$ cat src/sv/rtcm3v_pkg.sv
package rtcm3v_pkg;

  localparam int unsigned DataW   = 8;
  localparam int unsigned CrcW    = 24;
  localparam int unsigned CountW  = 11;
  localparam int unsigned LenW    = 10;
  localparam int unsigned StatusW = 3;

  localparam logic [DataW-1:0]  PREAMBLE_CODE    = 8'hD3;
  // crc-24q generator without its implicit top bit
  localparam logic [CrcW-1:0]   CRC_POLY         = 24'h864CFB;
  localparam logic [CountW-1:0] COUNT_MAX        = 11'd2047;
  // header (3 bytes) plus crc (3 bytes)
  localparam logic [CountW-1:0] HDR_CRC_BYTES    = 11'd6;
  localparam logic [CountW-1:0] MIN_FRAME_BYTES  = 11'd3;

  typedef enum logic [StatusW-1:0] {
    STAT_OK       = 3'd0,
    STAT_PREAMBLE = 3'd1,
    STAT_RESERVED = 3'd2,
    STAT_LENGTH   = 3'd3,
    STAT_CRC      = 3'd4
  } status_e;

endpackage

$ cat src/sv/rtcm3v_if.sv
interface rtcm3v_byte_if;
  import rtcm3v_pkg::*;

  logic             valid;
  logic             ready;
  logic [DataW-1:0] data_byte;
  logic             last_byte;

  modport source (output valid, output data_byte, output last_byte, input ready);
  modport sink   (input valid, input data_byte, input last_byte, output ready);
endinterface

interface rtcm3v_status_if;
  import rtcm3v_pkg::*;

  logic               valid;
  logic               ready;
  logic [StatusW-1:0] frame_status;
  logic [LenW-1:0]    payload_length;

  modport source (output valid, output frame_status, output payload_length, input ready);
  modport sink   (input valid, input frame_status, input payload_length, output ready);
endinterface

$ cat src/sv/rtcm3v_crc24q.sv
module rtcm3v_crc24q import rtcm3v_pkg::*; (
  input  logic [CrcW-1:0]  crc_i,
  input  logic [DataW-1:0] data_i,
  output logic [CrcW-1:0]  crc_o
);

  // byte-parallel crc-24q, msb first
  always_comb begin
    logic [CrcW-1:0] c;
    c = crc_i ^ {data_i, {(CrcW-DataW){1'b0}}};
    for (int k = 0; k < DataW; k++) begin
      if (c[CrcW-1]) begin
        c = {c[CrcW-2:0], 1'b0} ^ CRC_POLY;
      end else begin
        c = {c[CrcW-2:0], 1'b0};
      end
    end
    crc_o = c;
  end

endmodule

$ cat src/sv/rtcm3_frame_validator_unit.sv
// rtcm3 frame validator
//
// frame_i carries one byte of a candidate rtcm3 frame per beat, first byte
// first, with last_byte set on the final byte of the container. status_o
// carries one beat per container: frame_status (0 ok, 1 bad preamble,
// 2 reserved bits set, 3 length mismatch, 4 crc mismatch) and the 10-bit
// payload_length taken from the header (0 for containers under 3 bytes).
//
// throughput: one byte per cycle while frame_i.ready is high. the crc-24q
// register takes a whole byte per cycle through a byte-parallel xor network,
// so every byte is folded into the running state in the cycle it is accepted.
// the status beat is registered; it is valid in the cycle after the last byte is
// accepted unless the output register holds a status not taken that cycle.
//
// the result side has an output register plus one skid register, so input
// beats keep flowing while a status waits; frame_i.ready drops only once
// both hold a status the receiver has not taken yet.
//
// reset clears the byte count, crc, header flags and the valid bits of both
// result slots; the block is ready for the first byte of a container right after reset.
module rtcm3_frame_validator_unit import rtcm3v_pkg::*; (
  input  logic              clk_i,
  input  logic              rst_ni,
  rtcm3v_byte_if.sink       frame_i,
  rtcm3v_status_if.source   status_o
);

  // running frame state
  logic [CountW-1:0] count_q;
  logic [CrcW-1:0]   crc_q;
  logic [LenW-1:0]   len_q;
  logic              preamble_bad_q;
  logic              reserved_bad_q;

  logic [CountW-1:0] count_inc;
  logic [CrcW-1:0]   crc_d;
  logic [LenW-1:0]   len_d;
  logic              preamble_bad_d;
  logic              reserved_bad_d;

  // result for the container that ends with this byte
  status_e           status_d;
  logic [LenW-1:0]   plen_d;

  // output register and skid slot
  logic              main_valid_q, skid_valid_q;
  status_e           main_status_q, skid_status_q;
  logic [LenW-1:0]   main_plen_q, skid_plen_q;

  logic accept;
  logic push;
  logic pop;

  assign frame_i.ready = ~skid_valid_q;
  assign accept        = frame_i.valid & frame_i.ready;
  assign push          = accept & frame_i.last_byte;
  assign pop           = main_valid_q & status_o.ready;

  rtcm3v_crc24q u_crc (
    .crc_i  (crc_q),
    .data_i (frame_i.data_byte),
    .crc_o  (crc_d)
  );

  // header capture as the first three bytes pass
  always_comb begin
    preamble_bad_d = preamble_bad_q;
    reserved_bad_d = reserved_bad_q;
    len_d          = len_q;
    case (count_q)
      11'd0: begin
        preamble_bad_d = (frame_i.data_byte != PREAMBLE_CODE);
      end
      11'd1: begin
        reserved_bad_d = |frame_i.data_byte[DataW-1:2];
        len_d          = {frame_i.data_byte[1:0], {(LenW-2){1'b0}}};
      end
      11'd2: begin
        len_d = {len_q[LenW-1:LenW-2], frame_i.data_byte};
      end
      default: begin
      end
    endcase
  end

  // saturating byte count, including the current byte
  assign count_inc = (count_q == COUNT_MAX) ? count_q : count_q + 11'd1;

  // check order: short container, preamble, reserved, length, crc residue
  always_comb begin
    plen_d = len_d;
    if (count_inc < MIN_FRAME_BYTES) begin
      status_d = STAT_LENGTH;
      plen_d   = '0;
    end else if (preamble_bad_d) begin
      status_d = STAT_PREAMBLE;
    end else if (reserved_bad_d) begin
      status_d = STAT_RESERVED;
    end else if (count_inc != ({1'b0, len_d} + HDR_CRC_BYTES)) begin
      status_d = STAT_LENGTH;
    end else if (crc_d != '0) begin
      status_d = STAT_CRC;
    end else begin
      status_d = STAT_OK;
    end
  end

  // frame state: fold the byte in, clear after the last byte
  always_ff @(posedge clk_i or negedge rst_ni) begin
    if (!rst_ni) begin
      count_q        <= '0;
      crc_q          <= '0;
      len_q          <= '0;
      preamble_bad_q <= 1'b0;
      reserved_bad_q <= 1'b0;
    end else if (accept) begin
      if (frame_i.last_byte) begin
        count_q        <= '0;
        crc_q          <= '0;
        len_q          <= '0;
        preamble_bad_q <= 1'b0;
        reserved_bad_q <= 1'b0;
      end else begin
        count_q        <= count_inc;
        crc_q          <= crc_d;
        len_q          <= len_d;
        preamble_bad_q <= preamble_bad_d;
        reserved_bad_q <= reserved_bad_d;
      end
    end
  end

  // result slot valid bits
  always_ff @(posedge clk_i or negedge rst_ni) begin
    if (!rst_ni) begin
      main_valid_q <= 1'b0;
      skid_valid_q <= 1'b0;
    end else begin
      if (pop) begin
        // skid moves up, or a fresh status lands directly
        main_valid_q <= skid_valid_q | push;
        skid_valid_q <= 1'b0;
      end else if (push) begin
        main_valid_q <= 1'b1;
        skid_valid_q <= main_valid_q;
      end
    end
  end

  // result slot payload
  always_ff @(posedge clk_i) begin
    if (pop) begin
      if (skid_valid_q) begin
        main_status_q <= skid_status_q;
        main_plen_q   <= skid_plen_q;
      end else if (push) begin
        main_status_q <= status_d;
        main_plen_q   <= plen_d;
      end
    end else if (push) begin
      if (main_valid_q) begin
        skid_status_q <= status_d;
        skid_plen_q   <= plen_d;
      end else begin
        main_status_q <= status_d;
        main_plen_q   <= plen_d;
      end
    end
  end

  assign status_o.valid          = main_valid_q;
  assign status_o.frame_status   = main_status_q;
  assign status_o.payload_length = main_plen_q;

endmodule

$ cat src/flat_wrapper.sv
// flat-port wrapper written by rule: the top's interface ports become plain ports
module rtcm3_frame_validator_unit_flat import rtcm3v_pkg::*;
  (clk_i, rst_ni, frame_i_valid, frame_i_data_byte, frame_i_last_byte, frame_i_ready, status_o_valid, status_o_frame_status, status_o_payload_length, status_o_ready);
  rtcm3v_byte_if frame_i_i ();
  rtcm3v_status_if status_o_i ();
  input  logic clk_i;
  input  logic rst_ni;
  input wire logic [$bits(frame_i_i.valid)-1:0] frame_i_valid;
  input wire logic [$bits(frame_i_i.data_byte)-1:0] frame_i_data_byte;
  input wire logic [$bits(frame_i_i.last_byte)-1:0] frame_i_last_byte;
  output wire logic [$bits(frame_i_i.ready)-1:0] frame_i_ready;
  output wire logic [$bits(status_o_i.valid)-1:0] status_o_valid;
  output wire logic [$bits(status_o_i.frame_status)-1:0] status_o_frame_status;
  output wire logic [$bits(status_o_i.payload_length)-1:0] status_o_payload_length;
  input wire logic [$bits(status_o_i.ready)-1:0] status_o_ready;
  assign frame_i_i.valid = frame_i_valid;
  assign frame_i_i.data_byte = frame_i_data_byte;
  assign frame_i_i.last_byte = frame_i_last_byte;
  assign frame_i_ready = frame_i_i.ready;
  assign status_o_valid = status_o_i.valid;
  assign status_o_frame_status = status_o_i.frame_status;
  assign status_o_payload_length = status_o_i.payload_length;
  assign status_o_i.ready = status_o_ready;
  rtcm3_frame_validator_unit u_core (.clk_i(clk_i), .rst_ni(rst_ni), .frame_i(frame_i_i), .status_o(status_o_i));
endmodule
$ cat config.mk
export PLATFORM = sky130hd
export DESIGN_NAME = rtcm3_frame_validator_unit_flat
export DESIGN_NICKNAME = d
export VERILOG_FILES = /design/src/sv/rtcm3v_pkg.sv /design/src/sv/rtcm3v_if.sv /design/src/sv/rtcm3v_crc24q.sv /design/src/sv/rtcm3_frame_validator_unit.sv /design/src/flat_wrapper.sv
export SDC_FILE = /design/constraint.sdc
export NUM_CORES = 1
export LEC_CHECK = 0
export BUFFER_PORTS_ARGS = -buffer_cell sky130_fd_sc_hd__buf_2
export CAP_MARGIN = 40
export CORE_MARGIN = 2
export CORE_UTILIZATION = 33
export CTS_BUF_LIST = sky130_fd_sc_hd__clkbuf_4 sky130_fd_sc_hd__clkbuf_8 sky130_fd_sc_hd__clkbuf_16
export CTS_CLUSTER_SIZE = 12
export DETAILED_ROUTE_END_ITERATION = 12
export GPL_ROUTABILITY_DRIVEN = 0
export MAX_ROUTING_LAYER = met4
export PLACE_DENSITY = 0.54
export SLEW_MARGIN = 20
export SYNTH_ARGS = -nofsm -noshare
export SYNTH_HDL_FRONTEND = slang
export SYNTH_SLANG_ARGS = --single-unit
$ cat constraint.sdc
create_clock -name clk_i -period 6 [get_ports clk_i]
set_input_delay 0.9 -clock clk_i [delete_from_list [all_inputs] [get_ports clk_i]]
set_output_delay 0.9 -clock clk_i [all_outputs]
set_load 0.02 [all_outputs]
## Word-level counts from Yosys, hierarchy flattened

Index checks and enable logic that the tools add are counted.
Widths: inputs -> output; s select.

- $add $sub $neg: 2
- Order comparisons: 1
- Equality and inequality tests: 6
- Mux-type cells: 37
- Bitwise gates (word level): 15
- Reduce and logical (&&, ||, !) cells: 7

Operators by type and width:

| cell | number |
|---|---|
| $mux 24 | 9 |
| $not 13->13 | 8 |
| $mux 10 | 7 |
| $mux 3 | 10 |
| $reduce_bool 24->1 | 1 |
| $xor 24x24->24 | 1 |
| $mux 11 | 2 |
| $pmux 10 s2 | 1 |
| $add 10x3->11 const B | 1 |
| $add 11x1->11 const B | 1 |
| $eq 11x1->1 const B | 1 |
| $eq 11x11->1 const B | 1 |
| $eq 11x2->1 const B | 1 |
| $logic_not 11->1 | 1 |
| $lt 11x2->1 const B | 1 |
| $ne 11x11->1 | 1 |
| $mux 1 | 8 |
| $ne 8x8->1 const B | 1 |
| $reduce_and 3->1 | 2 |
| $reduce_or 6->1 | 1 |
| $reduce_bool 2->1 | 2 |
| $and 1x1->1 | 3 |
| $ne 2x2->1 const B | 1 |
| $not 1->1 | 2 |
| $or 1x1->1 | 1 |

- Bits in registers: 75
- Word-level logic and storage cells: 79

## Depth between registers and ports, before layout

- Word-level depth: 26
- Mapped depth: 15
- Gate-level depth less buffers: 14

## Modules after synthesis

From an unflattened synthesis, not the netlist that was laid out.

- Cells, all modules: 488
- Area total of the unflattened synthesis: 4807.1 sq um

Modules (own cells, without submodules):

| module | times used | cells each | area an instance (sq um) | sequential area each (sq um) |
|---|---|---|---|---|
| rtcm3_frame_validator_unit | 1 | 427 | 4149.0 | 2006.9 |
| rtcm3v_crc24q | 1 | 61 | 658.1 | 0.0 |

## Worst setup path after synthesis

OpenSTA, ideal clock, no wires.

- Kind: input port to flip-flop
- From: in frame_i_data_byte[6]
- To: reg u_core.main_status_q[2] (netlist: u_core.status_o.frame_status[2]), data pin
- Setup time: 0.255 ns
- Arrival: 4.809 ns
- Required time: 5.745 ns
- Slack: 0.936 ns
- Stages on the path: 14
- Path through: xnor2_1 xnor2_1 xnor2_1 xnor2_1 xor2_1 ha_1 buf_1 xor2_1 xnor2_1 nand3b_1 a2111o_1 a2111oi_0 a311oi_1 a31o_1

- Word-level cells in the longest chain between the ends: 24
- Elaborated cells between the ends (all ways): 34
- Those cells by class: 1 x add/sub; 2 x eq/ne; 21 x mux; 8 x bitwise; 2 x reduce/logical

Ends and longest elaborated chain:

| item | line | text |
|---|---|---|
| from (decl) | flat_wrapper.sv:9 | `input wire logic [$bits(frame_i_i.data_byte)-1:0] frame_i_data_byte;` |
| $xor 24x24->24 | rtcm3v_crc24q.sv:10 | `c = crc_i ^ {data_i, {(CrcW-DataW){1'b0}}};` |
| $not 13->13 (no line) | n/a |  |
| $mux 24 (2 in series) | rtcm3v_crc24q.sv:12 | `if (c[CrcW-1]) begin` |
| $not 13->13 (no line) or $mux 24 (tied branches) | n/a |  |
| $mux 24 or $not 13->13 (tied branches) | n/a |  |
| $mux 24 | rtcm3v_crc24q.sv:12 |  |
| $not 13->13 (no line) | n/a |  |
| $mux 24 | rtcm3v_crc24q.sv:12 |  |
| [... 7 more ...] | n/a |  |
| $mux 3 | rtcm3_frame_validator_unit.sv:101 | `end else if (crc_d != '0) begin` |
| $mux 3 | rtcm3_frame_validator_unit.sv:99 | `end else if (count_inc != ({1'b0, len_d} + HDR_CRC_BYTES)) begin` |
| $mux 3 | rtcm3_frame_validator_unit.sv:97 | `end else if (reserved_bad_d) begin` |
| $mux 3 (*) | rtcm3_frame_validator_unit.sv:95 | `end else if (preamble_bad_d) begin` |
| $mux 3 (*) | rtcm3_frame_validator_unit.sv:92 | `if (count_inc < MIN_FRAME_BYTES) begin` |
| $mux 3 (on tied branches) | rtcm3_frame_validator_unit.sv:161, rtcm3_frame_validator_unit.sv:156 |  |
| $mux 3 (on tied branches) | rtcm3_frame_validator_unit.sv:160, rtcm3_frame_validator_unit.sv:153 |  |
| $mux 3 (*) | rtcm3_frame_validator_unit.sv:152 | `if (pop) begin` |
| to (signal assigned) | rtcm3_frame_validator_unit.sv:154 | `main_status_q <= skid_status_q;` |
| to (signal assigned) | rtcm3_frame_validator_unit.sv:157 | `main_status_q <= status_d;` |
| to (signal assigned) | rtcm3_frame_validator_unit.sv:165 | `main_status_q <= status_d;` |
| to (decl) | rtcm3_frame_validator_unit.sv:47 | `status_e main_status_q, skid_status_q;` |

Every way passes the cells marked *; elsewhere a longest branch is shown, timed or not. The select of a mux whose other input is x is not followed.
A chain may end at the register's enable or synchronous reset.

## Final worst setup path

- From: in frame_i_data_byte[7]
- To: reg u_core.main_status_q[2] (netlist: u_core.status_o.frame_status[2]), data pin

- Word-level cells in the longest chain between the ends: 24
- Elaborated cells between the ends (all ways): 34
- Those cells by class: 1 x add/sub; 2 x eq/ne; 21 x mux; 8 x bitwise; 2 x reduce/logical

Ends and longest elaborated chain:

| item | line |
|---|---|
| $xor 24x24->24 | rtcm3v_crc24q.sv:10 |
| $mux 24 | rtcm3v_crc24q.sv:12 |
| $not 13->13 (no line) | n/a |
| $mux 24 (2 in series) | rtcm3v_crc24q.sv:12 |
| $not 13->13 (no line) | n/a |
| $mux 24 | rtcm3v_crc24q.sv:12 |
| $not 13->13 (no line) | n/a |
| $mux 24 | rtcm3v_crc24q.sv:12 |
| [... 7 more ...] | n/a |
| $mux 3 | rtcm3_frame_validator_unit.sv:101 |
| $mux 3 | rtcm3_frame_validator_unit.sv:99 |
| $mux 3 | rtcm3_frame_validator_unit.sv:97 |
| $mux 3 (*) | rtcm3_frame_validator_unit.sv:95 |
| $mux 3 (*) | rtcm3_frame_validator_unit.sv:92 |
| $mux 3 (on tied branches) | rtcm3_frame_validator_unit.sv:161, rtcm3_frame_validator_unit.sv:156 |
| $mux 3 (on tied branches) | rtcm3_frame_validator_unit.sv:160, rtcm3_frame_validator_unit.sv:153 |
| $mux 3 (*) | rtcm3_frame_validator_unit.sv:152 |

Marked as above.

==> results.md <==
- Outcome: completed
- Number of nets with antenna violations after routing: 0
- CORE AREA: 14480 um2
- Area leader, netlist: dfrtp_1
- CP Data Arrival Time: 5.32 ns
- Reg2Reg Setup Slack: 1.11 ns
- CTS max path bufs: 2
- Initial cell density of the core: 33.69%
- Yosys cell types: 65
- Ports: 28
- Fin Clk Skew: 0.004139 ns
- Max_cap viols: 0
- Setup Fix Bufs, Post-CTS: 0
- CTS clk-pin slew, worst paths: 0.06 ns
- Grt ovf: 0
- Layout cell share with drive strength beyond 1: 13.53%
- Synth Warn #: 0
- Worst path required time: 6.10 ns
- Port bufs: 27
- Post-Syn Area: 4878 um2
- Row cnt: 44
- TNS Setup: 0 ns
- CP startpoint kind: input pin
- Minimum clock period: 5.221 ns
- Number of max-slew violations in the final report: 0
- Commonest non-fill, non-tap cell in the layout: nand2_1
- # diodes: 0
- RSZ-0062 raised after global routing: false
- Worst-Margin Slew: 0.8263 ns
- Initial antenna violation count: 0
- Fraction of registers with async set/reset: 65.33%
- EDFF count, synth: 26
- Min-delay worst type: reg -> reg
- Vias: 4023
- Final HPWL DP: 9.282 mm
- Layout area overhead: 14.00%
- CP Capture Type: flip-flop
- Post-Route WL: 12.76 mm
- Ranking of synthesized cells by area: dfrtp_1 (25%), edfxtp_1 (16%), xnor2_1 (11%), nand2_1 (4.8%), xor2_1 (4.3%)
- Hold Buf Count CTS: 0
- Syn Area/Cell: 9.400 um2
- Root Driver: clkbuf_16
- Die area: 15770 um2
- Initial drt markers: 271
- Post-cts sizing count: 0
- Worst-path cell chain: buf_2 -> xor2_1 -> xnor2_1 -> xor2_1 -> xnor2_1 -> xor2_1 -> ha_1 -> xor2_1 -> xnor2_1 -> nand3b_1 -> a2111o_1 -> a2111oi_0 -> a311oi_1 -> a31o_1
- Mapped Cells: 519
- CTS Buf Count: 9
- CTS tree: yes
- Vias in the first global route: 4031
- First-pass GRT wire length: 21.20 mm
- Reg area: 2007 um2
- Most frequent cells in the layout: nand2_1 (63), xnor2_1 (60), dfrtp_1 (49), nor2_1 (46), o21ai_0 (33)
- Seq/Total Area, Yosys: 41.14%
- DRC: 0
- Syn nets: 538
- Wire per inst: 17.45 um
- Final setup fails: 0
- Post-layout util: 38.41%
- Worst skew pair latency: 0.35 ns
- FILL cells: 1442
- Nets: 561
- Post-synthesis register bit count: 75
- Final Hold Viols: 0
- Yosys top cell area share: 25.13%
- Slew headroom: 44.51%
- Area occupied by multi-input gates: 2719 um2
- Post-route clock period utilization: 87.02%
- Primary FF master, synth: dfrtp_1
- Critical path's largest stage delay: 0.56 ns
- CTS sink count: 75
- Largest net degree at the start of global routing: 50
- Htree depth: 3
- First-pass DRT Iterations: 5
- Crit-path max FO: 10
- Critical path class: in -> reg
- Critical-path top delay cell: ha_1
- Die Span Y: 125.6 um
- Crit path top cell by count: xor2_1
- Fmax: 191.5 MHz
- Die width: 125.6 um
- Via/cell ratio: 5.503
- GRT Total Usage: 17.43%
cells by family (layout without fill, tap and decap cells):
kind of cell / count (synthesis) / count (layout) / synth area share (%)
adder cells (fa/ha/maj): 6 / 6 / 1.539
XOR/XNOR: 84 / 84 / 15.08
multiplexers: 4 / 4 / 0.8464
AO/OA/AOI/OAI: 129 / 129 / 18.77
flip-flops: 75 / 75 / 41.14
AND/OR/NAND/NOR: 186 / 186 / 19.49
buffers and inverters: 35 / 63 / 3.129
final cells by class:
| cell class | instances | share of cell area, % |
|---|---|---|
| multi-input combinational | 409 | 48.89 |
| inverter | 7 | 0.4724 |
| clock buffer | 9 | 4.049 |
| clock inverter | 7 | 2.092 |
| timing repair buffer | 40 | 4.274 |
| sequential | 75 | 36.09 |
| tap | 184 | 4.139 |
stage by stage:
| stage | hold slack [ns] | cells | cell area (um2) | setup WS [ns] |
|---|---|---|---|---|
| after floorplan | 0.4447 | 519 | 4878 | 0.9356 |
| after global placement | 0.4674 | 713 | 5200 | 0.6192 |
| after detailed placement | 0.4782 | 714 | 5215 | 0.4879 |
| after CTS | 0.4929 | 730 | 5557 | 0.8316 |
| after global routing | 0.5044 | 731 | 5562 | 0.5081 |
| final | 0.4870 | 731 | 5562 | 0.7789 |
worst max-delay path, delay by kind of cell:
| kind | cells | cell delay [ns] |
|---|---|---|
| adder cells (fa/ha/maj) | 1 | 0.56 |
| XOR/XNOR | 7 | 2.19 |
| buffers and inverters | 1 | 0.17 |
| AND/OR/NAND/NOR | 1 | 0.12 |
| AO/OA/AOI/OAI | 4 | 1.38 |
flip-flops by register name, indices dropped and copies added (netlist names):
signal                          cells
u_core.count_q                     11
u_core.crc_q                       24
u_core.len_q                       10
u_core.preamble_bad_q               1
u_core.reserved_bad_q               1
u_core.skid_plen_q                 10
u_core.skid_status_q                3
u_core.skid_valid_q                 1
u_core.status_o.frame_status        3
u_core.status_o.payload_length     10
u_core.status_o.valid               1
path summary, 6_finish.rpt:
check | from | end | depth (start not counted)
worst max-delay path | frame_i_data_byte[7] | u_core.status_o.frame_status[2]$_DFFE_PP_ | 14
worst min-delay path | u_core.len_q[8]$_DFFE_PN0P_ | u_core.len_q[8]$_DFFE_PN0P_ | 2
min in group asynchronous | rst_ni | u_core.count_q[0]$_DFFE_PN0P_ | 2
max in group asynchronous | rst_ni | u_core.len_q[3]$_DFFE_PN0P_ | 2
worst max register to register | u_core.crc_q[23]$_DFFE_PN0P_ | u_core.status_o.frame_status[2]$_DFFE_PP_ | 13
worst min register to register | u_core.len_q[8]$_DFFE_PN0P_ | u_core.len_q[8]$_DFFE_PN0P_ | 2
cell usage after synthesis (5+ instances only):
cell type	n
inv_1	7
ha_1	6
edfxtp_1	26
clkbuf_1	20
a31oi_1	8
and3_1	5
o31ai_1	14
o21ai_0	33
nand4_1	13
nand3_1	8
nor2_1	46
or3_1	5
a22o_1	13
dfrtp_1	49
a21oi_1	20
xnor2_1	60
nor3_1	13
nand2_1	63
xor2_1	24
metal layers:
| metal | up-vias | part of all wire, % | global-route usage (%) |
|---|---|---|---|
| met1 | 1959 | 44 | 21.41 |
| met5 | - | 0 | - |
| met2 | 102 | 49 | 27.60 |
| met4 | 0 | 2.8 | 7.190 |
| li1 | 1934 | - | - |
| met3 | 28 | 4.4 | 4.151 |
Power is not shown: default switching activity piles up to over one toggle a cycle in this logic, so the estimate is an artifact.
